==> src/rtl/tga_rle_pkg.sv <==
// ---------------------------------------------------------------------------
// tga_rle_pkg
// Shared types and constants of the TGA run-length pixel decoder.
// ---------------------------------------------------------------------------
package tga_rle_pkg;

   localparam int unsigned ADDR_W  = 4;
   localparam int unsigned DATA_W  = 32;
   localparam int unsigned PIXEL_W = 32;
   localparam int unsigned COUNT_W = 8;
   localparam int unsigned BPP_W   = 3;
   localparam int unsigned LANE_W  = 2;

   // register indexes, taken from paddr[3:2]
   localparam logic [1:0] REG_BYTES_PER_PIXEL = 2'd0;
   localparam logic [1:0] REG_PIXEL_COUNT     = 2'd1;
   localparam logic [1:0] REG_SWAP_RED_BLUE   = 2'd2;

   localparam logic [BPP_W-1:0]  BPP_RESET   = 3'd4;
   localparam logic [DATA_W-1:0] COUNT_RESET = 32'd1;
   localparam logic              SWAP_RESET  = 1'b1;

   localparam logic [BPP_W-1:0] BPP_MIN = 3'd1;
   localparam logic [BPP_W-1:0] BPP_MAX = 3'd4;
   localparam logic [BPP_W-1:0] BPP_RGB = 3'd3;

   // header byte: bit 7 marks a run packet, low seven bits are count minus one
   localparam int unsigned RUN_BIT = 7;

   typedef struct packed {
      logic [PIXEL_W-1:0] pixel_value;
      logic [COUNT_W-1:0] repeat_count;
      logic               frame_end;
   } rsp_type;

   // clamp the depth register to 1..4 bytes
   function automatic logic [BPP_W-1:0] depth_bytes(input logic [BPP_W-1:0] bpp);
      logic [BPP_W-1:0] res;
      res = bpp;
      if (bpp == '0) begin
         res = BPP_MIN;
      end else if (bpp > BPP_MAX) begin
         res = BPP_MAX;
      end
      return res;
   endfunction

endpackage

==> src/rtl/tga_rle_pixel_decoder_top.sv <==
// ---------------------------------------------------------------------------
// tga_rle_pixel_decoder_top
// TGA run-length packet decoder: bytes in, pixels with repeat counts out.
//
// The req channel takes one stream byte per item, header or pixel byte;
// req_frame_start marks the first header of a frame and restarts decoding.
// The rsp channel gives one item per raw pixel, or one per run packet with
// its repeat count, clipped to the pixels left in the frame. rsp_frame_end
// flags the item that completes the frame; later bytes are dropped until the
// next frame start. Both channels use valid/stall.
// Throughput is one byte per cycle while req_stall is low. A pixel item is
// registered once its last byte is accepted, in the skid register if rsp is
// held; all decode work sits between the packet state and result registers.
// A two-entry output (result register plus skid register) lets bytes keep
// flowing while rsp is stalled; req_stall rises only once both are full.
// Synchronous reset clears both entries, restores the registers to their
// defaults (4 bytes per pixel, 1 pixel, red/blue swap on) and starts a frame.
// User must write registers over the APB port only while idle; not enforced.
// ---------------------------------------------------------------------------
module tga_rle_pixel_decoder_top (
   input  logic                                clock,
   input  logic                                reset,
   // configuration
   input  logic                                psel,
   input  logic                                penable,
   input  logic                                pwrite,
   input  logic [tga_rle_pkg::ADDR_W-1:0]      paddr,
   input  logic [tga_rle_pkg::DATA_W-1:0]      pwdata,
   output logic [tga_rle_pkg::DATA_W-1:0]      prdata,
   output logic                                pready,
   // byte stream
   input  logic                                req_valid,
   output logic                                req_stall,
   input  logic [7:0]                          req_data_byte,
   input  logic                                req_frame_start,
   // pixels
   output logic                                rsp_valid,
   input  logic                                rsp_stall,
   output logic [tga_rle_pkg::PIXEL_W-1:0]     rsp_pixel_value,
   output logic [tga_rle_pkg::COUNT_W-1:0]     rsp_repeat_count,
   output logic                                rsp_frame_end
);

   localparam int unsigned PW = tga_rle_pkg::PIXEL_W;
   localparam int unsigned CW = tga_rle_pkg::COUNT_W;
   localparam int unsigned BW = tga_rle_pkg::BPP_W;
   localparam int unsigned LW = tga_rle_pkg::LANE_W;

   // configuration registers
   logic [BW-1:0] bpp_ff,   bpp_in;
   logic [PW-1:0] count_ff, count_in;
   logic          swap_ff,  swap_in;

   // packet state
   logic          in_header_ff,  in_header_in;
   logic          run_packet_ff, run_packet_in;
   logic [CW-1:0] pkt_left_ff,   pkt_left_in;
   logic [LW-1:0] lane_ff,       lane_in;
   logic [PW-1:0] assembly_ff,   assembly_in;
   logic [PW-1:0] frame_left_ff, frame_left_in;
   logic          frame_done_ff, frame_done_in;

   // output entries
   logic                 rsp_valid_ff,  rsp_valid_in;
   tga_rle_pkg::rsp_type rsp_ff,        rsp_in;
   logic                 skid_valid_ff, skid_valid_in;
   tga_rle_pkg::rsp_type skid_ff,       skid_in;

   logic                 cfg_write;
   logic [1:0]           cfg_index;
   logic                 req_take;
   logic                 rsp_take;
   logic                 new_valid;
   tga_rle_pkg::rsp_type new_rsp;

   // ---------------- configuration port ----------------
   assign pready    = 1'b1;
   assign cfg_write = psel && penable && pwrite;
   assign cfg_index = paddr[3:2];

   always_comb begin
      bpp_in   = bpp_ff;
      count_in = count_ff;
      swap_in  = swap_ff;
      if (cfg_write) begin
         unique case (cfg_index)
            tga_rle_pkg::REG_BYTES_PER_PIXEL: bpp_in   = pwdata[BW-1:0];
            tga_rle_pkg::REG_PIXEL_COUNT:     count_in = pwdata;
            tga_rle_pkg::REG_SWAP_RED_BLUE:   swap_in  = pwdata[0];
            default: ;
         endcase
      end
   end

   always_comb begin
      unique case (cfg_index)
         tga_rle_pkg::REG_BYTES_PER_PIXEL: prdata = {{(32-BW){1'b0}}, bpp_ff};
         tga_rle_pkg::REG_PIXEL_COUNT:     prdata = count_ff;
         tga_rle_pkg::REG_SWAP_RED_BLUE:   prdata = {31'd0, swap_ff};
         default:                          prdata = '0;
      endcase
   end

   // ---------------- decode ----------------
   assign req_stall = skid_valid_ff;
   assign req_take  = req_valid && !req_stall;
   assign rsp_take  = rsp_valid_ff && !rsp_stall;

   always_comb begin
      logic          f_header;
      logic          f_run;
      logic [CW-1:0] f_left;
      logic [LW-1:0] f_lane;
      logic [PW-1:0] f_asm;
      logic [PW-1:0] f_frame;
      logic          f_done;
      logic [BW-1:0] depth;
      logic [PW-1:0] asm_next;
      logic [PW-1:0] pix;
      logic [CW-1:0] rep;
      logic [CW-1:0] left_next;
      logic [PW-1:0] frame_next;

      // frame start restarts the frame before this byte is decoded
      f_header = req_frame_start ? 1'b1 : in_header_ff;
      f_run    = req_frame_start ? 1'b0 : run_packet_ff;
      f_left   = req_frame_start ? '0   : pkt_left_ff;
      f_lane   = req_frame_start ? '0   : lane_ff;
      f_asm    = req_frame_start ? '0   : assembly_ff;
      f_frame  = req_frame_start ? count_ff : frame_left_ff;
      f_done   = req_frame_start ? (count_ff == '0) : frame_done_ff;

      depth    = tga_rle_pkg::depth_bytes(bpp_ff);
      asm_next = f_asm;
      asm_next[8*f_lane +: 8] = f_asm[8*f_lane +: 8] | req_data_byte;

      pix = asm_next;
      if (swap_ff && depth >= tga_rle_pkg::BPP_RGB) begin
         pix = {asm_next[31:24], asm_next[7:0], asm_next[15:8], asm_next[23:16]};
      end

      // run repeats are clipped to what is left of the frame
      if (f_run) begin
         rep       = (f_frame < {{(PW-CW){1'b0}}, f_left}) ? f_frame[CW-1:0] : f_left;
         left_next = '0;
      end else begin
         rep       = CW'(1);
         left_next = f_left - CW'(1);
      end
      frame_next = f_frame - {{(PW-CW){1'b0}}, rep};

      in_header_in  = f_header;
      run_packet_in = f_run;
      pkt_left_in   = f_left;
      lane_in       = f_lane;
      assembly_in   = f_asm;
      frame_left_in = f_frame;
      frame_done_in = f_done;
      new_valid     = 1'b0;
      new_rsp.pixel_value  = pix;
      new_rsp.repeat_count = rep;
      new_rsp.frame_end    = (frame_next == '0);

      if (!req_take) begin
         in_header_in  = in_header_ff;
         run_packet_in = run_packet_ff;
         pkt_left_in   = pkt_left_ff;
         lane_in       = lane_ff;
         assembly_in   = assembly_ff;
         frame_left_in = frame_left_ff;
         frame_done_in = frame_done_ff;
      end else if (f_done) begin
         // frame complete: byte dropped
      end else if (f_header) begin
         run_packet_in = req_data_byte[tga_rle_pkg::RUN_BIT];
         pkt_left_in   = {1'b0, req_data_byte[6:0]} + CW'(1);
         in_header_in  = 1'b0;
         lane_in       = '0;
         assembly_in   = '0;
      end else if ({1'b0, f_lane} + BW'(1) < depth) begin
         lane_in     = f_lane + LW'(1);
         assembly_in = asm_next;
      end else begin
         lane_in       = '0;
         assembly_in   = '0;
         pkt_left_in   = left_next;
         frame_left_in = frame_next;
         frame_done_in = (frame_next == '0);
         in_header_in  = (left_next == '0);
         new_valid     = 1'b1;
      end
   end

   // ---------------- output register and skid ----------------
   always_comb begin
      rsp_valid_in  = rsp_valid_ff;
      rsp_in        = rsp_ff;
      skid_valid_in = skid_valid_ff;
      skid_in       = skid_ff;
      if (skid_valid_ff) begin
         if (rsp_take) begin
            rsp_in        = skid_ff;
            skid_valid_in = 1'b0;
         end
      end else if (new_valid) begin
         if (!rsp_valid_ff || rsp_take) begin
            rsp_in       = new_rsp;
            rsp_valid_in = 1'b1;
         end else begin
            skid_in       = new_rsp;
            skid_valid_in = 1'b1;
         end
      end else if (rsp_take) begin
         rsp_valid_in = 1'b0;
      end
   end

   assign rsp_valid        = rsp_valid_ff;
   assign rsp_pixel_value  = rsp_ff.pixel_value;
   assign rsp_repeat_count = rsp_ff.repeat_count;
   assign rsp_frame_end    = rsp_ff.frame_end;

   always_ff @(posedge clock) begin
      if (reset) begin
         bpp_ff        <= tga_rle_pkg::BPP_RESET;
         count_ff      <= tga_rle_pkg::COUNT_RESET;
         swap_ff       <= tga_rle_pkg::SWAP_RESET;
         in_header_ff  <= 1'b1;
         run_packet_ff <= 1'b0;
         pkt_left_ff   <= '0;
         lane_ff       <= '0;
         assembly_ff   <= '0;
         frame_left_ff <= tga_rle_pkg::COUNT_RESET;
         frame_done_ff <= 1'b0;
         rsp_valid_ff  <= 1'b0;
         skid_valid_ff <= 1'b0;
      end else begin
         bpp_ff        <= bpp_in;
         count_ff      <= count_in;
         swap_ff       <= swap_in;
         in_header_ff  <= in_header_in;
         run_packet_ff <= run_packet_in;
         pkt_left_ff   <= pkt_left_in;
         lane_ff       <= lane_in;
         assembly_ff   <= assembly_in;
         frame_left_ff <= frame_left_in;
         frame_done_ff <= frame_done_in;
         rsp_valid_ff  <= rsp_valid_in;
         skid_valid_ff <= skid_valid_in;
      end
   end

   always_ff @(posedge clock) begin
      rsp_ff  <= rsp_in;
      skid_ff <= skid_in;
   end

   // ---------------- assertions ----------------
   a_skid_behind_rsp: assert property (@(posedge clock) disable iff (reset)
      skid_valid_ff |-> rsp_valid_ff)
      else $error("skid entry held without a result in the output register");

   a_rep_nonzero: assert property (@(posedge clock) disable iff (reset)
      rsp_valid_ff |-> (rsp_ff.repeat_count != '0))
      else $error("result item with zero repeat count");

   a_done_empty: assert property (@(posedge clock) disable iff (reset)
      frame_done_ff |-> (frame_left_ff == '0))
      else $error("frame marked done with pixels left");

   a_packet_live: assert property (@(posedge clock) disable iff (reset)
      (!in_header_ff && !frame_done_ff) |-> (pkt_left_ff != '0))
      else $error("packet body with no pixels left");

endmodule

==> config.mk <==
export PLATFORM = sky130hd
export DESIGN_NAME = tga_rle_pixel_decoder_top
export DESIGN_NICKNAME = d
export VERILOG_FILES = /design/src/rtl/tga_rle_pkg.sv /design/src/rtl/tga_rle_pixel_decoder_top.sv
export SDC_FILE = /design/constraint.sdc
export NUM_CORES = 1
export LEC_CHECK = 0
export BUFFER_PORTS_ARGS = -buffer_cell sky130_fd_sc_hd__buf_2
export CAP_MARGIN = 30
export CORE_UTILIZATION = 59
export DETAILED_ROUTE_END_ITERATION = 7
export MAX_ROUTING_LAYER = met4
export PLACE_DENSITY = 0.87
export RECOVER_POWER = 100
export SETUP_SLACK_MARGIN = 0.05
export SKIP_LAST_GASP = 1
export SLEW_MARGIN = 20
export SYNTH_ARGS = -nofsm -noshare
export SYNTH_HDL_FRONTEND = slang
export SYNTH_SLANG_ARGS = --single-unit
==> constraint.sdc <==
create_clock -name clock -period 9.8 [get_ports clock]
set_input_delay 0.49 -clock clock [delete_from_list [all_inputs] [get_ports clock]]
set_output_delay 0.49 -clock clock [all_outputs]
set_load 0.01 [all_outputs]
### Word level (Yosys, flattened, before mapping)

Cells that the tools add are included.

| storage, ports and cells | value |
|---|---|
| logic and storage cells | 111 |
| bits of input ports | 52 |
| register bits | 197 |

| operators by class | value |
|---|---|
| equality and inequality tests | 4 |
| order comparisons | 4 |
| bitwise gates (word level) | 3 |
| multiplexer cells | 50 |
| shift-type cells | 3 |
| add/sub/neg operators | 6 |
| reduce and logical (&&, ||, !) cells | 23 |

Operators with widths:

| operator | count |
|---|---|
| 2-to-1 mux 32 bit | 8 |
| 2-to-1 mux 41 bit | 4 |
| case mux 32 bit (3 select lines) | 1 |
| zero test 32 bit | 2 |
| 2-to-1 mux 8 bit | 7 |
| negation 5 -> 34 bit | 1 |
| variable shift 8 x 34 -> 32 bit, first input constant | 1 |
| indexed part select 8 x 34 -> 32 bit | 1 |
| bitwise mux 32 bit | 1 |
| less-than comparator 32 x 8 -> 1 bit | 1 |
| indexed part select 32 x 6 -> 8 bit | 1 |
| subtractor 32 x 8 -> 32 bit | 1 |
| 2-to-1 mux 24 bit | 1 |
| 2-to-1 mux 1 bit | 22 |
| AND reduction 3 bit | 3 |
| adder 7 x 1 -> 8 bit, second input constant | 1 |
| zero test 8 bit | 1 |
| 2-to-1 mux 2 bit | 4 |
| OR 8 bit | 1 |
| subtractor 8 x 1 -> 8 bit, second input constant | 1 |
| 2-to-1 mux 3 bit | 2 |
| AND reduction 2 bit | 3 |
| nonzero test 2 bit | 3 |
| logical AND 1 bit | 5 |
| 13 further kinds | 17 |

### Depth between registers and ports, before layout

Gate-level depths: netlist (run 1).

| logic depth | value |
|---|---|
| depth after elaboration | 10 |
| mapped depth | 29 |
| mapped depth without buffers | 19 |

### Least setup slack after synthesis (run 1)

Ideal clock, no wire load.

| path | value |
|---|---|
| path kind | input port to flip-flop |
| start | input req_frame_start |
| end | register rsp_ff, in the netlist rsp_frame_end (data pin) |
| data required time | 9635 ps |
| setup slack | 2589 ps |
| arrival time | 7046 ps |
| setup time | 165 ps |
| stages | 28 |
| cell sequence | buf_6 -> buf_6 -> buf_2 -> buf_2 -> buf_2 -> buf_2 -> clkbuf_1 -> buf_2 -> mux2i_1 -> inv_1 -> ha_1 -> a21oi_1 -> o22ai_1 -> a21oi_1 -> o2111a_1 -> buf_2 -> mux2_2 -> nand2_1 -> inv_1 -> fa_1 -> nand2b_1 -> a2111oi_1 -> nor2_2 -> xnor2_1 -> or4_1 -> or3_1 -> or4b_4 -> o31ai_2 |

RTL lines:

| item | RTL line | source |
|---|---|---|
| start, declared | tga_rle_pixel_decoder_top.sv:35 | `input logic req_frame_start,` |
| end signal, assigned | tga_rle_pixel_decoder_top.sv:254 | `rsp_ff <= rsp_in;` |
| end, declared | tga_rle_pixel_decoder_top.sv:65 | `tga_rle_pkg::rsp_type rsp_ff, rsp_in;` |

==> results.cfg, run 1 <==
[status]
status = finished with violations
violations = max-capacitance violations, max-slew violations

[pwr]
p_int_mw = 1.30
sequentialPowerShare_pct = 47.2
swShare_pct = 29.8
ir_drop_mv = 0.168
power_density_nw_per_um2 = 149
pwr-share-clk_pct = 40.1
p_leak_nw = 4.57
p_comb_share_pct = 12.7
p_sw_mw = 0.549

[placed_design]
pre_cts_ws_ps = 2420
dp_hpwl_mm = 21.3
gp_congestion = 0.966
place_area_um2 = 11900
io_buffers = 124

[clock_network]
hold_buffers = 0
cts_resized = 0
h-tree-depth = 4
cts-root-buf = clkbuf_16
clock-sinks = 197
cts_tree = built
cts_buffer_depth = 2
cts.clk_slew.worst_paths_ps = 80
cts_setup_buffers = 0
clkLatencyLatePin_ps = 460
cts_buffers = 17

[synthesis]
synth_warnings = 0
synth_area_um2 = 11200
syn_avg_cell_area_um2 = 8.98
ys_seq_area_share_pct = 42.7
synthArstFlopShare_pct = 0
ys.flop_type = dfxtp_1
syn_nets = 1319
synth-seq-cells = 197
syn-instance-count = 1242
synth_edf_count = 82
ys_types = 75

[sta]
relSlewSlack_pct = -130
hold_viol = 0
rsz0062_at_grt = false
tns_ps = 0
setup_viol = 0
fin_crit_sh_pct = 79.1
slew_violations = 317
worst_pin_slew_ps = 3450
hold_ws_ps = 270
final.min_clock_period_ps = 7750
fin_skew_ps = 12.0
setup_slack_ps = 2050
fmax_ghz = 0.129

[die]
initial_core_util_pct = 61.1
coreArea_um2 = 18300
die_y_um = 140
die_area_um2 = 19500
io_pins = 128
rows = 49
die_w_um = 140

[setup_path]
crit_required_ps = 10040
timing.rr.start = count_ff[16]
max_stage_delay_ps = 840
start_kind = input pin
r2r_cells = 16
crit_slowest_cell = a2111oi_0
worstPathMaxFanout = 41
arrival_ps = 7990
criticalPathCategory = in -> reg
cp-end-kind = register
rrSetupSlack_ps = 2730
crit_chain = buf_4 -> clkinv_1 -> clkbuf_1 -> nand2_1 -> ha_1 -> a21o_1 -> a211oi_1 -> and3_1 -> o2111a_1 -> mux2i_1 -> nand2_1 -> ha_1 -> fa_1 -> nand2b_1 -> a2111oi_0 -> nor2_1 -> xnor2_1 -> or4_1 -> or3_1 -> or4b_1 -> o31ai_1
timing.rr.end = rsp_frame_end
crit_family = simple AND/OR/NAND/NOR gates
critical_path_buf_inv_count = 3

[cells_and_area]
final_util_pct = 67.6
ff_latch_area_um2 = 4760
multiInputGateArea_um2 = 5980
nNetsFinal = 1399
drive_gt1_share_pct = 13.5
design_area_um2 = 12400
final.fill_count = 1482
layout_commonest_cell = nand2_1
area_growth_pct = 10.8
final_cell_mix = nand2_1, nor2_1, dfxtp_1

[routing]
dr.first_iter.drc_count = 1189
wire_per_inst_um = 20.0
dr.pass1.iters = 6
vias = 10100
via_per_inst = 6.48
drc = 0
ant_nets = 0
routed_wl_mm = 31.3

[grt]
grt_max_degree = 74
antenna_found_initial = 0
grt.total_usage_pct = 33.6
grt_pass1_wl_mm = 49.9
grt_pass1_vias = 9263
overflow = 0

[min_path]
hold_start = pwdata[15]
min_path_type = in -> reg
hold_end = count_ff[15]
hold_path_depth = 3

[run]
max_cap_violations = 7
[sequential cells by signal, indices dropped and copies added (netlist names)]
signal,count
assembly_ff,32
bpp_ff,3
count_ff,32
frame_done_ff,1
frame_left_ff,32
in_header_ff,1
lane_ff,2
pkt_left_ff,8
req_stall,1
rsp_frame_end,1
rsp_pixel_value,32
rsp_repeat_count,8
rsp_valid,1
run_packet_ff,1
skid_ff,41
swap_ff,1
[power by group through the flow]
stage,sequential (mW),clock [mW],combinational (mW)
floorplan,0.884,0,0.172
global placement,0.889,0,0.226
detailed placement,0.889,0,0.228
CTS,0.870,0.742,0.231
global route,0.872,0.774,0.253
finish,0.871,0.740,0.234
[metal layers]
layer  vias to the layer above  track usage (%)  part of all wire, %
met4                         0             12.0                  2.6
met5                         -                -                    0
met1                      4726             47.7                   44
li1                       4707                -                    -
met2                       615             47.1                   42
met3                        89             6.92                   11
[worst reg2reg max path: stages (launching register included)]
cell and delay, ps:
dfxtp_1 420, nor4b_1 760, a21oi_1 310, nor3_1 410, o2111a_1 530, mux2i_1 250
nand2_1 120, ha_1 280, fa_1 410, nand2b_1 180, a2111oi_0 840, nor2_1 370
xnor2_1 230, or4_1 540, or3_1 370, or4b_1 570, o31ai_1 280
[through the flow]
step                instances  total power, mW
floorplan                1242             1.06
global placement         1531             1.12
detailed placement       1531             1.12
CTS                      1563             1.84
global route             1564             1.90
finish                   1565             1.85
[final cells by class]
| cell class | count | share of cell area [%] |
|---|---|---|
| Multi-Input combinational cell | 946 | 48.4 |
| Sequential cell | 197 | 38.6 |
| Timing Repair Buffer | 138 | 5.06 |
| Clock buffer | 17 | 3.44 |
| Tap cell | 229 | 2.32 |
| Clock inverter | 15 | 1.55 |
| Inverter | 22 | 0.668 |
| Antenna cell | 1 | 0.0202 |
[synth_stat cells, types with 11 or more instances]
master / number / area share, %
nand3_1: 25 / 1.1
nand2_1: 189 / 6.4
mux2_2: 65 / 6.6
mux2i_1: 26 / 2.3
nor2_1: 118 / 4.0
a21oi_1: 87 / 3.9
inv_1: 20 / 0.67
xnor2_1: 18 / 1.4
dfxtp_1: 115 / 21
ha_1: 24 / 2.7
nor4_1: 17 / 0.95
o21ai_0: 63 / 2.8
o22ai_1: 14 / 0.78
nand4_1: 15 / 0.84
xor2_1: 11 / 0.86
nor3_1: 36 / 1.6
and2_1: 34 / 1.9
a22oi_1: 39 / 2.6
nor2b_1: 12 / 0.67
clkbuf_1: 56 / 1.9
edfxtp_1: 82 / 22
[how the worst max path moves through the flow]
stage / startpoint / to / slack, ps / depth (start not counted)
floorplan: req_frame_start / rsp_frame_end / 2590 / 28
global placement: req_frame_start / rsp_frame_end / 2570 / 21
detailed placement: req_frame_start / rsp_frame_end / 2420 / 21
CTS: req_frame_start / rsp_frame_end / 2840 / 21
global route: req_frame_start / rsp_frame_end / 1480 / 21
finish: req_frame_start / rsp_frame_end / 2050 / 21
[cells by family (layout without fill, tap and decap cells)]
logic type,after synthesis,in the layout,synth area share (%)
XOR/XNOR,29,29,2.28
AND/OR/NAND/NOR,499,499,21.2
flip-flops,197,197,42.7
buffers and inverters,99,192,3.64
adder cells (fa/ha/maj),25,25,2.87
multiplexers,100,100,10.6
other,1,2,0.0336
AO/OA/AOI/OAI,292,292,16.7
Note: power is estimated with default switching activity, not from simulation.
==> run 2, diff against run 1 <==
==> constraint.sdc (replaced) <==
create_clock -name clock -period 7.7 [get_ports clock]
set_input_delay 0.385 -clock clock [delete_from_list [all_inputs] [get_ports clock]]
set_output_delay 0.385 -clock clock [all_outputs]
set_load 0.01 [all_outputs]
==> run 2 against run 1 <==
The run still ends with max-capacitance violations, max-slew violations left. Critical path depth down 2. Hold slack worse by 100 ps. Routed wire length up 0.36%. Sequential cell count unchanged. Non-clock buffer count up 5. Global-route usage down 0.062 points.
==> results.cfg, run 2 (synthesis gave the netlist of run 1 again) <==
[routing]
wire_per_inst_um = 20.0
vias = 10200
drc = 0
ant_nets = 0
routed_wl_mm = 31.4
via_per_inst = 6.53
dr.pass1.iters = 5
dr.first_iter.drc_count = 1353

[cells_and_area]
area_growth_pct = 11.0
final_cell_mix = nand2_1, nor2_1, dfxtp_1
drive_gt1_share_pct = 13.5
layout_commonest_cell = nand2_1
largest_reg_flops = 41
regMostFlops = skid_ff
antenna_cells = 0
design_area_um2 = 12400
nNetsFinal = 1404
instances_no_fill = 1569

[clock_network]
cts_setup_buffers = 0
cts_tree = built
clock-sinks = 197
clkLatencyLatePin_ps = 450
cts_buffers = 17
hold_buffers = 0
cts_resized = 0
h-tree-depth = 4
cts-root-buf = clkbuf_16
cts.clk_slew.worst_paths_ps = 80
cts_buffer_depth = 2

[min_path]
hold_end = count_ff[23]
hold_path_depth = 3
min_path_type = in -> reg
hold_start = pwdata[23]

[die]
die_y_um = 140
io_pins = 128
coreArea_um2 = 18300
die_w_um = 140
rows = 49
die_area_um2 = 19500
initial_core_util_pct = 61.1

[run]
max_cap_violations = 6

[sta]
worst_pin_slew_ps = 2670
fin_crit_sh_pct = 87.7
final.min_clock_period_ps = 6750
slew_violations = 258
fmax_ghz = 0.148
hold_viol = 0
fin_skew_ps = 12.5
tns_ps = 0
rsz0062_at_grt = false
setup_viol = 0
relSlewSlack_pct = -78.1

[pwr]
power_density_nw_per_um2 = 187
p_leak_nw = 4.57
ir_drop_mv = 0.169

[setup_path]
start_kind = input pin
worstPathMaxFanout = 34
crit_chain = buf_4 -> buf_4 -> mux2_1 -> ha_1 -> a41oi_1 -> and3_1 -> o2111a_1 -> mux2i_1 -> nand2_1 -> ha_1 -> fa_1 -> nand2b_1 -> a2111oi_0 -> nor2_1 -> xnor2_1 -> or4_1 -> or3_1 -> or4b_1 -> o31ai_1
timing.rr.end = rsp_frame_end
arrival_ps = 6970
crit_family = simple AND/OR/NAND/NOR gates
cp-end-kind = register
critical_path_buf_inv_count = 2
criticalPathCategory = in -> reg
max_stage_delay_ps = 770
crit_required_ps = 7910
timing.rr.start = count_ff[19]
r2r_cells = 17
rrSetupSlack_ps = 1110
crit_slowest_cell = a2111oi_0

[status]
status = finished with violations
violations = max-capacitance violations, max-slew violations

[placed_design]
io_buffers = 124
gp_congestion = 0.941
dp_hpwl_mm = 21.7
dp_cells = 1536
place_area_um2 = 11900

[grt]
overflow = 0
grt_pass1_wl_mm = 50.0
grt_pass1_vias = 9298
grt.total_usage_pct = 33.5
antenna_found_initial = 0
grt_max_degree = 57
-- run 2: cell count changes in the layout (fill, tap and decap cells not counted), sizes merged --
cell | before | now
clkbuf | 81 | 86
buf | 74 | 75
clkinv | 8 | 9
inv | 29 | 27
diode | 1 | 0
-- run 2: area by class of cell --
class / count / area [um^2]
repair buffers: 143 / 661
multi-input cells: 946 / 5980
clock inverters: 14 / 178
flip-flops and latches: 197 / 4760
fillers: 1461 / 5890
clock buffers: 18 / 429
well taps: 229 / 287
inverters: 22 / 82.6
-- run 2: metal layers --
| metal | part of all wire, % | wire length [um] | vias to the layer above | track usage, % |
|---|---|---|---|---|
| met5 | 0 | 0 | - | - |
| met4 | 2.3 | 716 | 0 | 11.4 |
| met3 | 12 | 3650 | 74 | 6.30 |
| met2 | 43 | 13500 | 668 | 47.5 |
| met1 | 43 | 13500 | 4786 | 47.8 |
| li1 | - | - | 4720 | - |
-- run 2: where the power goes --
part | internal, mW | switching, mW | total (mW)
registers | 1.09 | 0.0172 | 1.11
clock network | 0.443 | 0.464 | 0.908
logic | 0.111 | 0.190 | 0.301
-- run 2: worst min-delay path, delay by kind of cell --
family / cells / cell delay [ps]
simple gates: 1 / 40
buf+inv: 1 / 90
compound gates: 1 / 50
-- run 2: stage by stage --
step	total power, mW	hold WS (ps)	utilization [%]	setup slack, ps
floorplan	1.34	431	-	594
global placement	1.42	446	65.2	1160
detailed placement	1.43	458	65.2	1040
CTS	2.32	166	68.5	1420
global route	2.39	174	67.8	574
finish	2.32	167	67.8	946
-- run 2: how the worst max path moves through the flow --
stage,from,slack (ps),endpoint,cells after the start
global route,req_frame_start,570,rsp_frame_end,19
CTS,req_frame_start,1420,rsp_frame_end,19
finish,req_frame_start,950,rsp_frame_end,19
detailed placement,req_frame_start,1040,rsp_frame_end,19
floorplan,req_frame_start,590,rsp_frame_end,28
global placement,req_frame_start,1160,rsp_frame_end,19
